===== config.mk =====
export PLATFORM = sky130hd
export DESIGN_NAME = tds_obuf
export DESIGN_NICKNAME = d
export VERILOG_FILES = /design/src/rtl/tds_pkg.sv /design/src/rtl/tds_obuf.sv
export SDC_FILE = /design/constraint.sdc
export NUM_CORES = 1
export LEC_CHECK = 0
export BUFFER_PORTS_ARGS = -buffer_cell sky130_fd_sc_hd__buf_4
export CAP_MARGIN = 20
export CELL_PAD_IN_SITES_DETAIL_PLACEMENT = 1
export CELL_PAD_IN_SITES_GLOBAL_PLACEMENT = 2
export CORE_MARGIN = 3
export CORE_UTILIZATION = 26
export DETAILED_ROUTE_END_ITERATION = 7
export GPL_TIMING_DRIVEN = 1
export PLACE_DENSITY_LB_ADDON = 0.1
export SLEW_MARGIN = 20
export SYNTH_ARGS = -nofsm -noshare
export SYNTH_HDL_FRONTEND = slang
export SYNTH_SLANG_ARGS = --single-unit

===== constraint.sdc =====
create_clock -name clk -period 2.3 [get_ports clk]
set_input_delay 0.46 -clock clk [delete_from_list [all_inputs] [get_ports clk]]
set_output_delay 0.46 -clock clk [all_outputs]
set_load 0.02 [all_outputs]

===== src/rtl/tds_pkg.sv =====
// Shared types, codes and defaults of the task dependency scheduler.
// Used by the channel interfaces, the scheduler core, output buffer and top level.
package tds_pkg;

  // Fixed field widths of the transaction payloads
  localparam int CMD_W    = 3;
  localparam int NODE_W   = 6;
  localparam int STATUS_W = 4;
  localparam int STATE_W  = 3;

  // Defaults for the top-level parameters
  localparam int MAX_NODES_DEF          = 64;
  localparam int MAX_EDGES_PER_NODE_DEF = 8;

  // Command codes
  localparam logic [CMD_W-1:0] CMD_ADD_NODE = 3'd0;
  localparam logic [CMD_W-1:0] CMD_ADD_DEP  = 3'd1;
  localparam logic [CMD_W-1:0] CMD_PREPARE  = 3'd2;
  localparam logic [CMD_W-1:0] CMD_TAKE     = 3'd3;
  localparam logic [CMD_W-1:0] CMD_COMPLETE = 3'd4;
  localparam logic [CMD_W-1:0] CMD_QUERY    = 3'd5;

  // Status codes
  localparam logic [STATUS_W-1:0] STS_OK           = 4'd0;
  localparam logic [STATUS_W-1:0] STS_FULL         = 4'd1;
  localparam logic [STATUS_W-1:0] STS_INVALID      = 4'd2;
  localparam logic [STATUS_W-1:0] STS_DUPLICATE    = 4'd3;
  localparam logic [STATUS_W-1:0] STS_SELF         = 4'd4;
  localparam logic [STATUS_W-1:0] STS_PREPARED     = 4'd5;
  localparam logic [STATUS_W-1:0] STS_NOT_PREPARED = 4'd6;
  localparam logic [STATUS_W-1:0] STS_BAD_STATE    = 4'd7;
  localparam logic [STATUS_W-1:0] STS_CYCLE        = 4'd8;
  localparam logic [STATUS_W-1:0] STS_EMPTY        = 4'd9;

  // Task states
  localparam logic [STATE_W-1:0] TS_PENDING   = 3'd0;
  localparam logic [STATE_W-1:0] TS_READY     = 3'd1;
  localparam logic [STATE_W-1:0] TS_RUNNING   = 3'd2;
  localparam logic [STATE_W-1:0] TS_SUCCEEDED = 3'd3;
  localparam logic [STATE_W-1:0] TS_FAILED    = 3'd4;
  localparam logic [STATE_W-1:0] TS_BLOCKED   = 3'd5;

  // Input transaction
  typedef struct packed {
    logic [CMD_W-1:0]  cmd;
    logic [NODE_W-1:0] node;
    logic [NODE_W-1:0] dependency;
    logic              succeeded;
  } tds_in_t;

  // Result transaction
  typedef struct packed {
    logic [STATUS_W-1:0] status;
    logic [NODE_W-1:0]   node_id;
    logic [STATE_W-1:0]  node_state;
    logic                finished;
    logic                any_failed;
  } tds_res_t;

  // What the shared edge walk does at each dependent
  typedef enum logic [1:0] {
    WM_KAHN,
    WM_SUCC,
    WM_BLOCK
  } tds_walk_t;

  // Sequencer states
  typedef enum logic [4:0] {
    S_IDLE,
    S_DISP,
    S_AD_RA,
    S_AD_RB,
    S_AD_RDY,
    S_AD_SRD,
    S_AD_SCMP,
    S_AD_W1,
    S_AD_W2,
    S_P_RD,
    S_P_WR,
    S_K_WRD,
    S_K_WGET,
    S_T_RD,
    S_T_GET,
    S_T_NRD,
    S_T_NW,
    S_C_RD,
    S_C_CHK,
    S_W_NRD,
    S_W_NGET,
    S_W_DRD,
    S_W_DGET,
    S_W_DM,
    S_B_WRD,
    S_B_WGET,
    S_FIN_RD,
    S_FIN_GET,
    S_RES
  } tds_fsm_t;

endpackage


===== src/rtl/tds_obuf.sv =====
// One-entry output register between the scheduler core and the result channel.
// Depends on tds_pkg for the result struct.
module tds_obuf import tds_pkg::*; (
  input  logic     clk,
  input  logic     rst_n,
  input  logic     in_valid,
  output logic     in_ready,
  input  tds_res_t in_data,
  output logic     out_valid,
  input  logic     out_ready,
  output tds_res_t out_data
);

  logic     full_r;
  logic     full_nxt;
  tds_res_t data_r;

  assign in_ready  = !full_r || out_ready;
  assign out_valid = full_r;
  assign out_data  = data_r;

  // occupancy
  always_comb begin
    full_nxt = full_r;
    if (in_valid && in_ready) begin
      full_nxt = 1'b1;
    end else if (out_ready) begin
      full_nxt = 1'b0;
    end
  end

  always_ff @(posedge clk) begin
    if (!rst_n) begin
      full_r <= 1'b0;
    end else begin
      full_r <= full_nxt;
    end
  end

  // payload, no reset
  always_ff @(posedge clk) begin
    if (in_valid && in_ready) begin
      data_r <= in_data;
    end
  end

endmodule


**After elaboration in Yosys (flattened, before gate mapping)**

Index checks and enable logic that the tools add are counted.

- Register bits after elaboration: 16
- Input port bits: 19
- Output and inout port bits: 17
- Word-level logic and storage cells: 12

- Multiplexer cells: 2
- Reduce and logical (&&, ||, !) cells: 4

Operator list:

| kind | number |
|---|---|
| 2-to-1 mux 1 bit | 2 |
| nonzero test 2 bit | 1 |
| logical AND 1 bit | 1 |
| logical NOT 1 bit | 1 |
| logical OR 1 bit | 1 |

**Depth between registers and ports, before layout**

Gate-level depths: netlist of run 1.

- Depth in word-level cells: 4
- Depth in mapped cells: 2
- Gate-level depth less buffers: 2

**Worst setup path before layout of run 1**

Ideal clock, no wire load.

- Path type: input to register
- Start: in out_ready
- End: reg data_r, in the netlist out_data[0], enable pin
- Setup time: 0.311 ns
- Arrival time: 0.851 ns
- Data required time: 1.989 ns
- Path slack: 1.138 ns
- Cell stages on the path: 2
- Path buffers: 0
- Path through: nand2b_4 -> and2_4

- Longest elaborated chain between the ends: 2

RTL lines:

| element | RTL line | RTL |
|---|---|---|
| start, declared | tds_obuf.sv:10 | `input logic out_ready,` |
| logical OR 1 bit | tds_obuf.sv:18 | `assign in_ready = !full_r \|\| out_ready;` |
| logical AND 1 bit | tds_obuf.sv:42 | `if (in_valid && in_ready) begin` |
| end signal, assigned | tds_obuf.sv:43 | `data_r <= in_data;` |
| end, declared | tds_obuf.sv:16 | `tds_res_t data_r;` |

No other way between the ends.
A chain may end at the register's enable or synchronous reset.

**Worst setup path after layout of run 1**

- Start: reg full_r (netlist: out_valid)
- End: out in_ready

- Longest elaborated chain between the ends: 2

RTL lines:

| element | RTL line | RTL |
|---|---|---|
| start, declared | tds_obuf.sv:14 | `logic full_r;` |
| start signal, assigned | tds_obuf.sv:36 | `full_r <= full_nxt;` |
| logical NOT 1 bit | tds_obuf.sv:18 |  |
| logical OR 1 bit | tds_obuf.sv:18 |  |
| end, declared | tds_obuf.sv:7 | `output logic in_ready,` |

No other way between the ends.

==> metrics.md, run 1 <==
| Metric | Value |
|---|---|
| P&R area growth vs syn | 63.1% |
| Slew Limit Headroom | between 80 and 90% |
| Gp weighted congestion | slightly below 0.7 |
| Die area | about 2500 um^2 |
| Post-detailed-route count of antenna-violating nets | 0 |
| Avg WL per Cell | 11.7 um |
| Max Clk Rate | ~750 MHz |
| DR iter-0 viols | 3 |
| Clock buffers created by TritonCTS | 3 |
| PnR worst setup slack | 0.961 ns |
| Mapped Avg Cell Area | roughly 25 um^2 |
| Setup TNS Final | 0 ns |
| Total grt overflow | 0 |
| Worst min path class | in -> reg |
| Post-Synth Adder-Cell Area | 0% |
| Crit path kind | reg -> out |
| Main combinational cell family by area after synthesis | simple AND/OR/NAND/NOR gates |
| Vias | between 300 and 400 |
| Leak pwr | between 0.3 and 0.4 nW |
| CORE AREA | ~1800 um^2 |
| Post-route DRC | 0 |
| Clock Latency Late Sink | 0.27 ns |
| Cts hold-fix bufs | 0 |
| Clock slew at reported path FFs | around 0.090 ns |
| Nets | 79 |
| Mapped Cells | 20 |
| Max-Cap Viols | 0 |
| # diodes | 0 |
| 1st-pass router iterations | 2 |
| Synth Area in XOR/XNOR | 0% |
| Final Util | approximately 46% |
| Syn Nets | 39 |
| Pre-CTS WS | 0.979 ns |
| Worst Tran Pin Value | approximately 0.20 ns |
| Post-synthesis mux area share | 0% |
| CTS sink count | 16 |
| Post_cts resized | 0 |
| Vias in the first global route | 367 |
| Maximum clock path buffer count | 2 |
| Fraction of layout cells with a size suffix above 1 | between 60 and 70% |
| YS warnings | 0 |
| CTS tree | yes |
| Worst vdd ir | roughly 0.3 mV |
| Tot GR Track Use | under 10% |
| Num rows | 15 |
| Fin. Hold Viols | 0 |
| Power Dens Cells | about 700 nW/um^2 |
| Largest net degree at the start of global routing | 16 |
| Crit. End Element | output port |
| Clock Skew | between 0.008 and 0.009 ns |
| Fill cells | about 190 |
| Routed wire length | 980 um |
| Seq cells post-synth | 16 |
| Initial Utilization | around 28% |
| Cell Area, Synth | 508 um^2 |
| DR vias/cell | 3.87 |
| Clock period minus worst slack | approximately 1.3 ns |
| Critical Path Start Type | flop |
| Sequential area share after synthesis | between 90 and 100% |
| Complex-gate fraction of the synthesized area | approximately 2.2% |
| Register area | between 400 and 500 um^2 |
| Area of the multi-input gates | 33.8 um^2 |
| Worst-path maximum fanout | 3 |
| Root buf cell | clkbuf_4 |
| Global-route wire length before repair | between 1500 and 2000 um |
| H-tree depth | 1 |
| Period utilization | between 50% and 60% |
| Initial antenna violation count | 0 |
| Port Buffers | 35 |
| Die Span Y | 50.2 um |
| Setup repair bufs after CTS | 0 |
| Hold Slack | ~0.35 ns |
| Netlist cell types | 6 |
| # setup viols final | 0 |
| Simple-gate area share of the yosys netlist | 4.43% |
| Fin cells | 84 |
| Critical Path AT | slightly below 0.9 ns |
| CP required | between 1.5 and 2 ns |
| Pins over their slew limit | 0 |
| Die W | between 50 and 60 um |
| Inst Count DP | 80 |
| Status | finished, final reports clean |
| IO Pins | 36 |
| Unrepaired setup endpoints after global routing | false |
-- synthesized netlist by cell type (all sizes together) --
cell type	number	area [um^2]
a21boi	1	11.3
edfxtp	15	450
and2	1	8.76
nand2b	1	13.8
dfxtp	1	20.0
inv	1	3.75
-- flip-flops by register name, indices dropped and copies added, names as in the netlist --
signal / cells
out_valid: 1
out_data: 15
-- per-layer routing --
| metal | vias up | routed length (um) | track usage [%] |
|---|---|---|---|
| li1 | 152 | - | - |
| met4 | 0 | 0 | 2.76 |
| met3 | 0 | 94 | 3.56 |
| met1 | 154 | 272 | 7.32 |
| met2 | 19 | 613 | 17.2 |
| met5 | - | 0 | 0 |
-- critical path, stage by stage (launching register included) --
cell	delay, ns
dfxtp_1	0.38
nand2b_4	0.07
buf_4	0.15
-- path summary, 6_finish.rpt --
check                  start           to  depth (start not counted)  slack, ns
setup / recovery   out_valid     in_ready                          2       0.96
hold / removal    in_data[2]  out_data[2]                          1       0.35
setup reg to reg   out_valid  out_data[7]                          2       1.30
hold reg to reg    out_valid    out_valid                          2       0.51
-- cells by family (layout without fill, tap and decap cells) --
group / count (synthesis) / after routing
compound gates: 1 / 1
flops: 16 / 16
simple gates: 2 / 2
buf+inv: 1 / 40
-- layout make-up --
| type | count | share of cell area (%) |
|---|---|---|
| clock buffers | 4 | 3.17 |
| inverters | 1 | 0.453 |
| multi-input cells | 3 | 4.08 |
| flip-flops and latches | 16 | 56.8 |
| well taps | 25 | 3.78 |
| repair buffers | 35 | 31.7 |
-- power breakdown --
part / switching [mW] / leakage (nW) / internal [mW] / total, mW
sequential: 0.00528 / 0.153 / 0.338 / 0.343
combinational: 0.0391 / 0.189 / 0.0431 / 0.0822
clock: 0.0794 / 0.0150 / 0.0670 / 0.146
-- metrics by stage --
step / instance area [um^2] / power, mW
floorplan: 508 / 0.383
global placement: 802 / 0.431
detailed placement: 802 / 0.434
CTS: 828 / 0.582
global route: 828 / 0.603
finish: 828 / 0.572
-- cell usage in the layout (no fill, tap or decap) --
master / instances
a21boi_2: 1
and2_4: 1
buf_4: 35
clkbuf_1: 1
clkbuf_4: 3
dfxtp_1: 1
edfxtp_1: 15
inv_1: 1
nand2b_4: 1
(Power assumes the default switching activity.)
==> run 2, diff against run 1 <==
Settings changed: CORE_UTILIZATION 26 to 24.
Clock period 2.3 ns to 1.3 ns, I/O delays scaled along.
==> metrics.md, run 2 (same netlist as run 1, synthesis figures left out) <==
| Metric | Value |
|---|---|
| Clock slew at reported path FFs | 0.09 ns (about the same) |
| Largest net degree at the start of global routing | 16 (unchanged) |
| Max Clk Rate | between 800 and 900 MHz |
| Die area | 2700 um^2 (+7.3%) |
| DR vias/cell | 3.74 (-3.2%) |
| Die Span Y | 52.0 um (+3.6%) |
| H-tree depth | 1 (unchanged) |
| Max-Cap Viols | 0 (unchanged) |
| Crit. End Element | output port |
| Port Buffers | 35 (unchanged) |
| Die W | 52.0 um (+3.6%) |
| Pins over their slew limit | 0 (unchanged) |
| Post_cts resized | 0 (unchanged) |
| Global-route wire length before repair | 1530 um (-3.9%) |
| Post-detailed-route count of antenna-violating nets | 0 (unchanged) |
| Cell area after layout | 831 um^2 (+0.30%) |
| Crit path kind | reg -> out |
| CTS tree | yes |
| Switch share | 21.9% (+0.22 points) |
| Switch Pwr | 222 uW (+79%) |
| Worst min path class | in -> reg |
| Gate power share | 14.4% (about the same) |
| Worst-path maximum fanout | 3 (unchanged) |
| Clock buffers created by TritonCTS | 3 (unchanged) |
| Routed wire length | 1000 um (+2.3%) |
| Max stage delay cell, worst path | dfxtp_1 |
| CTS sink count | 16 (unchanged) |
| Status | finished, final reports clean |
| Cell Int Power | 793 uW (+77%) |
| Initial antenna violation count | 0 (unchanged) |
| # setup viols final | 0 (unchanged) |
| Worst path cell trace | nand2b_4, buf_4 |
| P&R area growth vs syn | 63.5% |
| Vias | 322 (-0.92%) |
| Num rows | 16 (+1) |
| Top delay family on crit path | flip-flops |
| Clock period minus worst slack | between 1 and 1.5 ns |
| # diodes | 0 (unchanged) |
| Maximum clock path buffer count | 2 (unchanged) |
| Total grt overflow | 0 (unchanged) |
| Period utilization | around 88% |
| Max reg flops | 15 (unchanged) |
| Clock Latency Late Sink | 0.28 ns (about the same) |
| Power Dens Cells | 1220 nW/um^2 (+77%) |
| Worst R2R Path Depth | 2 (unchanged) |
| Critical Path AT | 0.88 ns (about the same) |
| Avg WL per Cell | 11.7 um (about the same) |
| CP peak stage delay | 0.38 ns (about the same) |
| Reg power frac | 59.8% (-0.2 points) |
| Initial Utilization | 25.6% (-2.9 points) |
| WHS Path Cells | 1 (unchanged) |
| Root buf cell | clkbuf_4 |
| Nets | 79 (unchanged) |
| Placed inst area | 805 um^2 (+0.31%) |
| Unrepaired setup endpoints after global routing | false |
| CORE AREA | 1980 um^2 (+11%) |
| Fin. Hold Viols | 0 (unchanged) |
| Commonest cells after routing, fill and taps aside | buf_4 (35), edfxtp_1 (15), clkbuf_4 (3) |
| Setup repair bufs after CTS | 0 (unchanged) |
| Hold Path End | out_data[0] |
| Commonest non-fill, non-tap cell in the layout | buf_4 |
| IO Pins | 36 (unchanged) |
| Post-route DRC | 0 (unchanged) |
| Capturing point of the worst reg2reg path | out_data[10] |
| Reg2Reg Setup Slack | 0.31 ns (-0.99 ns) |
| CP required | 1.04 ns (-0.80 ns) |
| Setup TNS Final | 0 ns (unchanged) |
| Vias in the first global route | 369 (+0.54%) |
| Fraction of layout cells with a size suffix above 1 | 69.5% (unchanged) |
| Critical R2R Launch | out_valid |
| Min-delay src | in_data[0] |
| Critical Path Start Type | flop |
| DR iter-0 viols | 5 (+2) |
| Slew Limit Headroom | 86.8% (+0.30 points) |
| Number of buffer and inverter stages on the critical path | 1 (unchanged) |
| Tot GR Track Use | 7.95% (-0.62 points) |
| Clock Skew | 0.00671 ns (-0.00161 ns) |
| Worst Tran Pin Value | 0.197 ns (-0.00449 ns) |
| Gp weighted congestion | 0.650 (-5.4%) |
| Leak pwr | 0.357 nW (unchanged) |
| Clk pwr share | 25.8% (+0.2 points) |
| Worst vdd ir | 0.543 mV (+80%) |
| Cts hold-fix bufs | 0 (unchanged) |
| 1st-pass router iterations | 3 (+1) |
[run 2: how the worst max path moves through the flow]
stage / startpoint / cells after the start / endpoint / slack, ns
2_1_floorplan: out_valid / 2 / out_data[0] / 0.23
5_1_grt: out_valid / 2 / in_ready / 0.09
6_report: out_valid / 2 / in_ready / 0.16
4_1_cts: out_valid / 2 / in_ready / 0.14
3_3_place_gp: out_ready / 3 / out_data[1] / 0.27
3_5_place_dp: out_ready / 3 / out_data[1] / 0.25
[run 2: metrics by stage]
stage	utilization [%]	worst slack [ns]	instances	power, mW	hold slack [ns]
floorplan	-	0.226	20	0.677	0.359
global placement	40.6	0.272	82	0.763	0.438
detailed placement	40.6	0.251	82	0.769	0.440
CTS	41.9	0.137	86	1.03	0.140
global route	41.9	0.0919	86	1.07	0.128
finish	41.9	0.157	86	1.02	0.151
[run 2: layout make-up]
type | count | area [um^2]
sequential | 16 | 470
fill | 223 | 1150
clock buffer | 4 | 26.3
timing repair buffer | 35 | 263
tap | 27 | 33.8
inverter | 1 | 3.75
multi-input combinational | 3 | 33.8
[run 2: power by group through the flow]
stage / registers (mW) / logic [mW] / clock network (mW)
2_1_floorplan: 0.657 / 0.0195 / 0
3_3_place_gp: 0.618 / 0.145 / 0
3_5_place_dp: 0.620 / 0.148 / 0
4_1_cts: 0.608 / 0.148 / 0.277
5_1_grt: 0.611 / 0.156 / 0.304
6_report: 0.608 / 0.146 / 0.262
[run 2: routing by layer]
layer  part of all wire (%)  up-vias  routed length, um  global-route usage [%]
met5                      0        -                  0                       0
met1                     28      144                284                    7.10
met2                     56       23                566                    14.0
met4                      0        0                  0                    3.93
met3                     15        0                151                    4.58
li1                       -      155                  -                       -
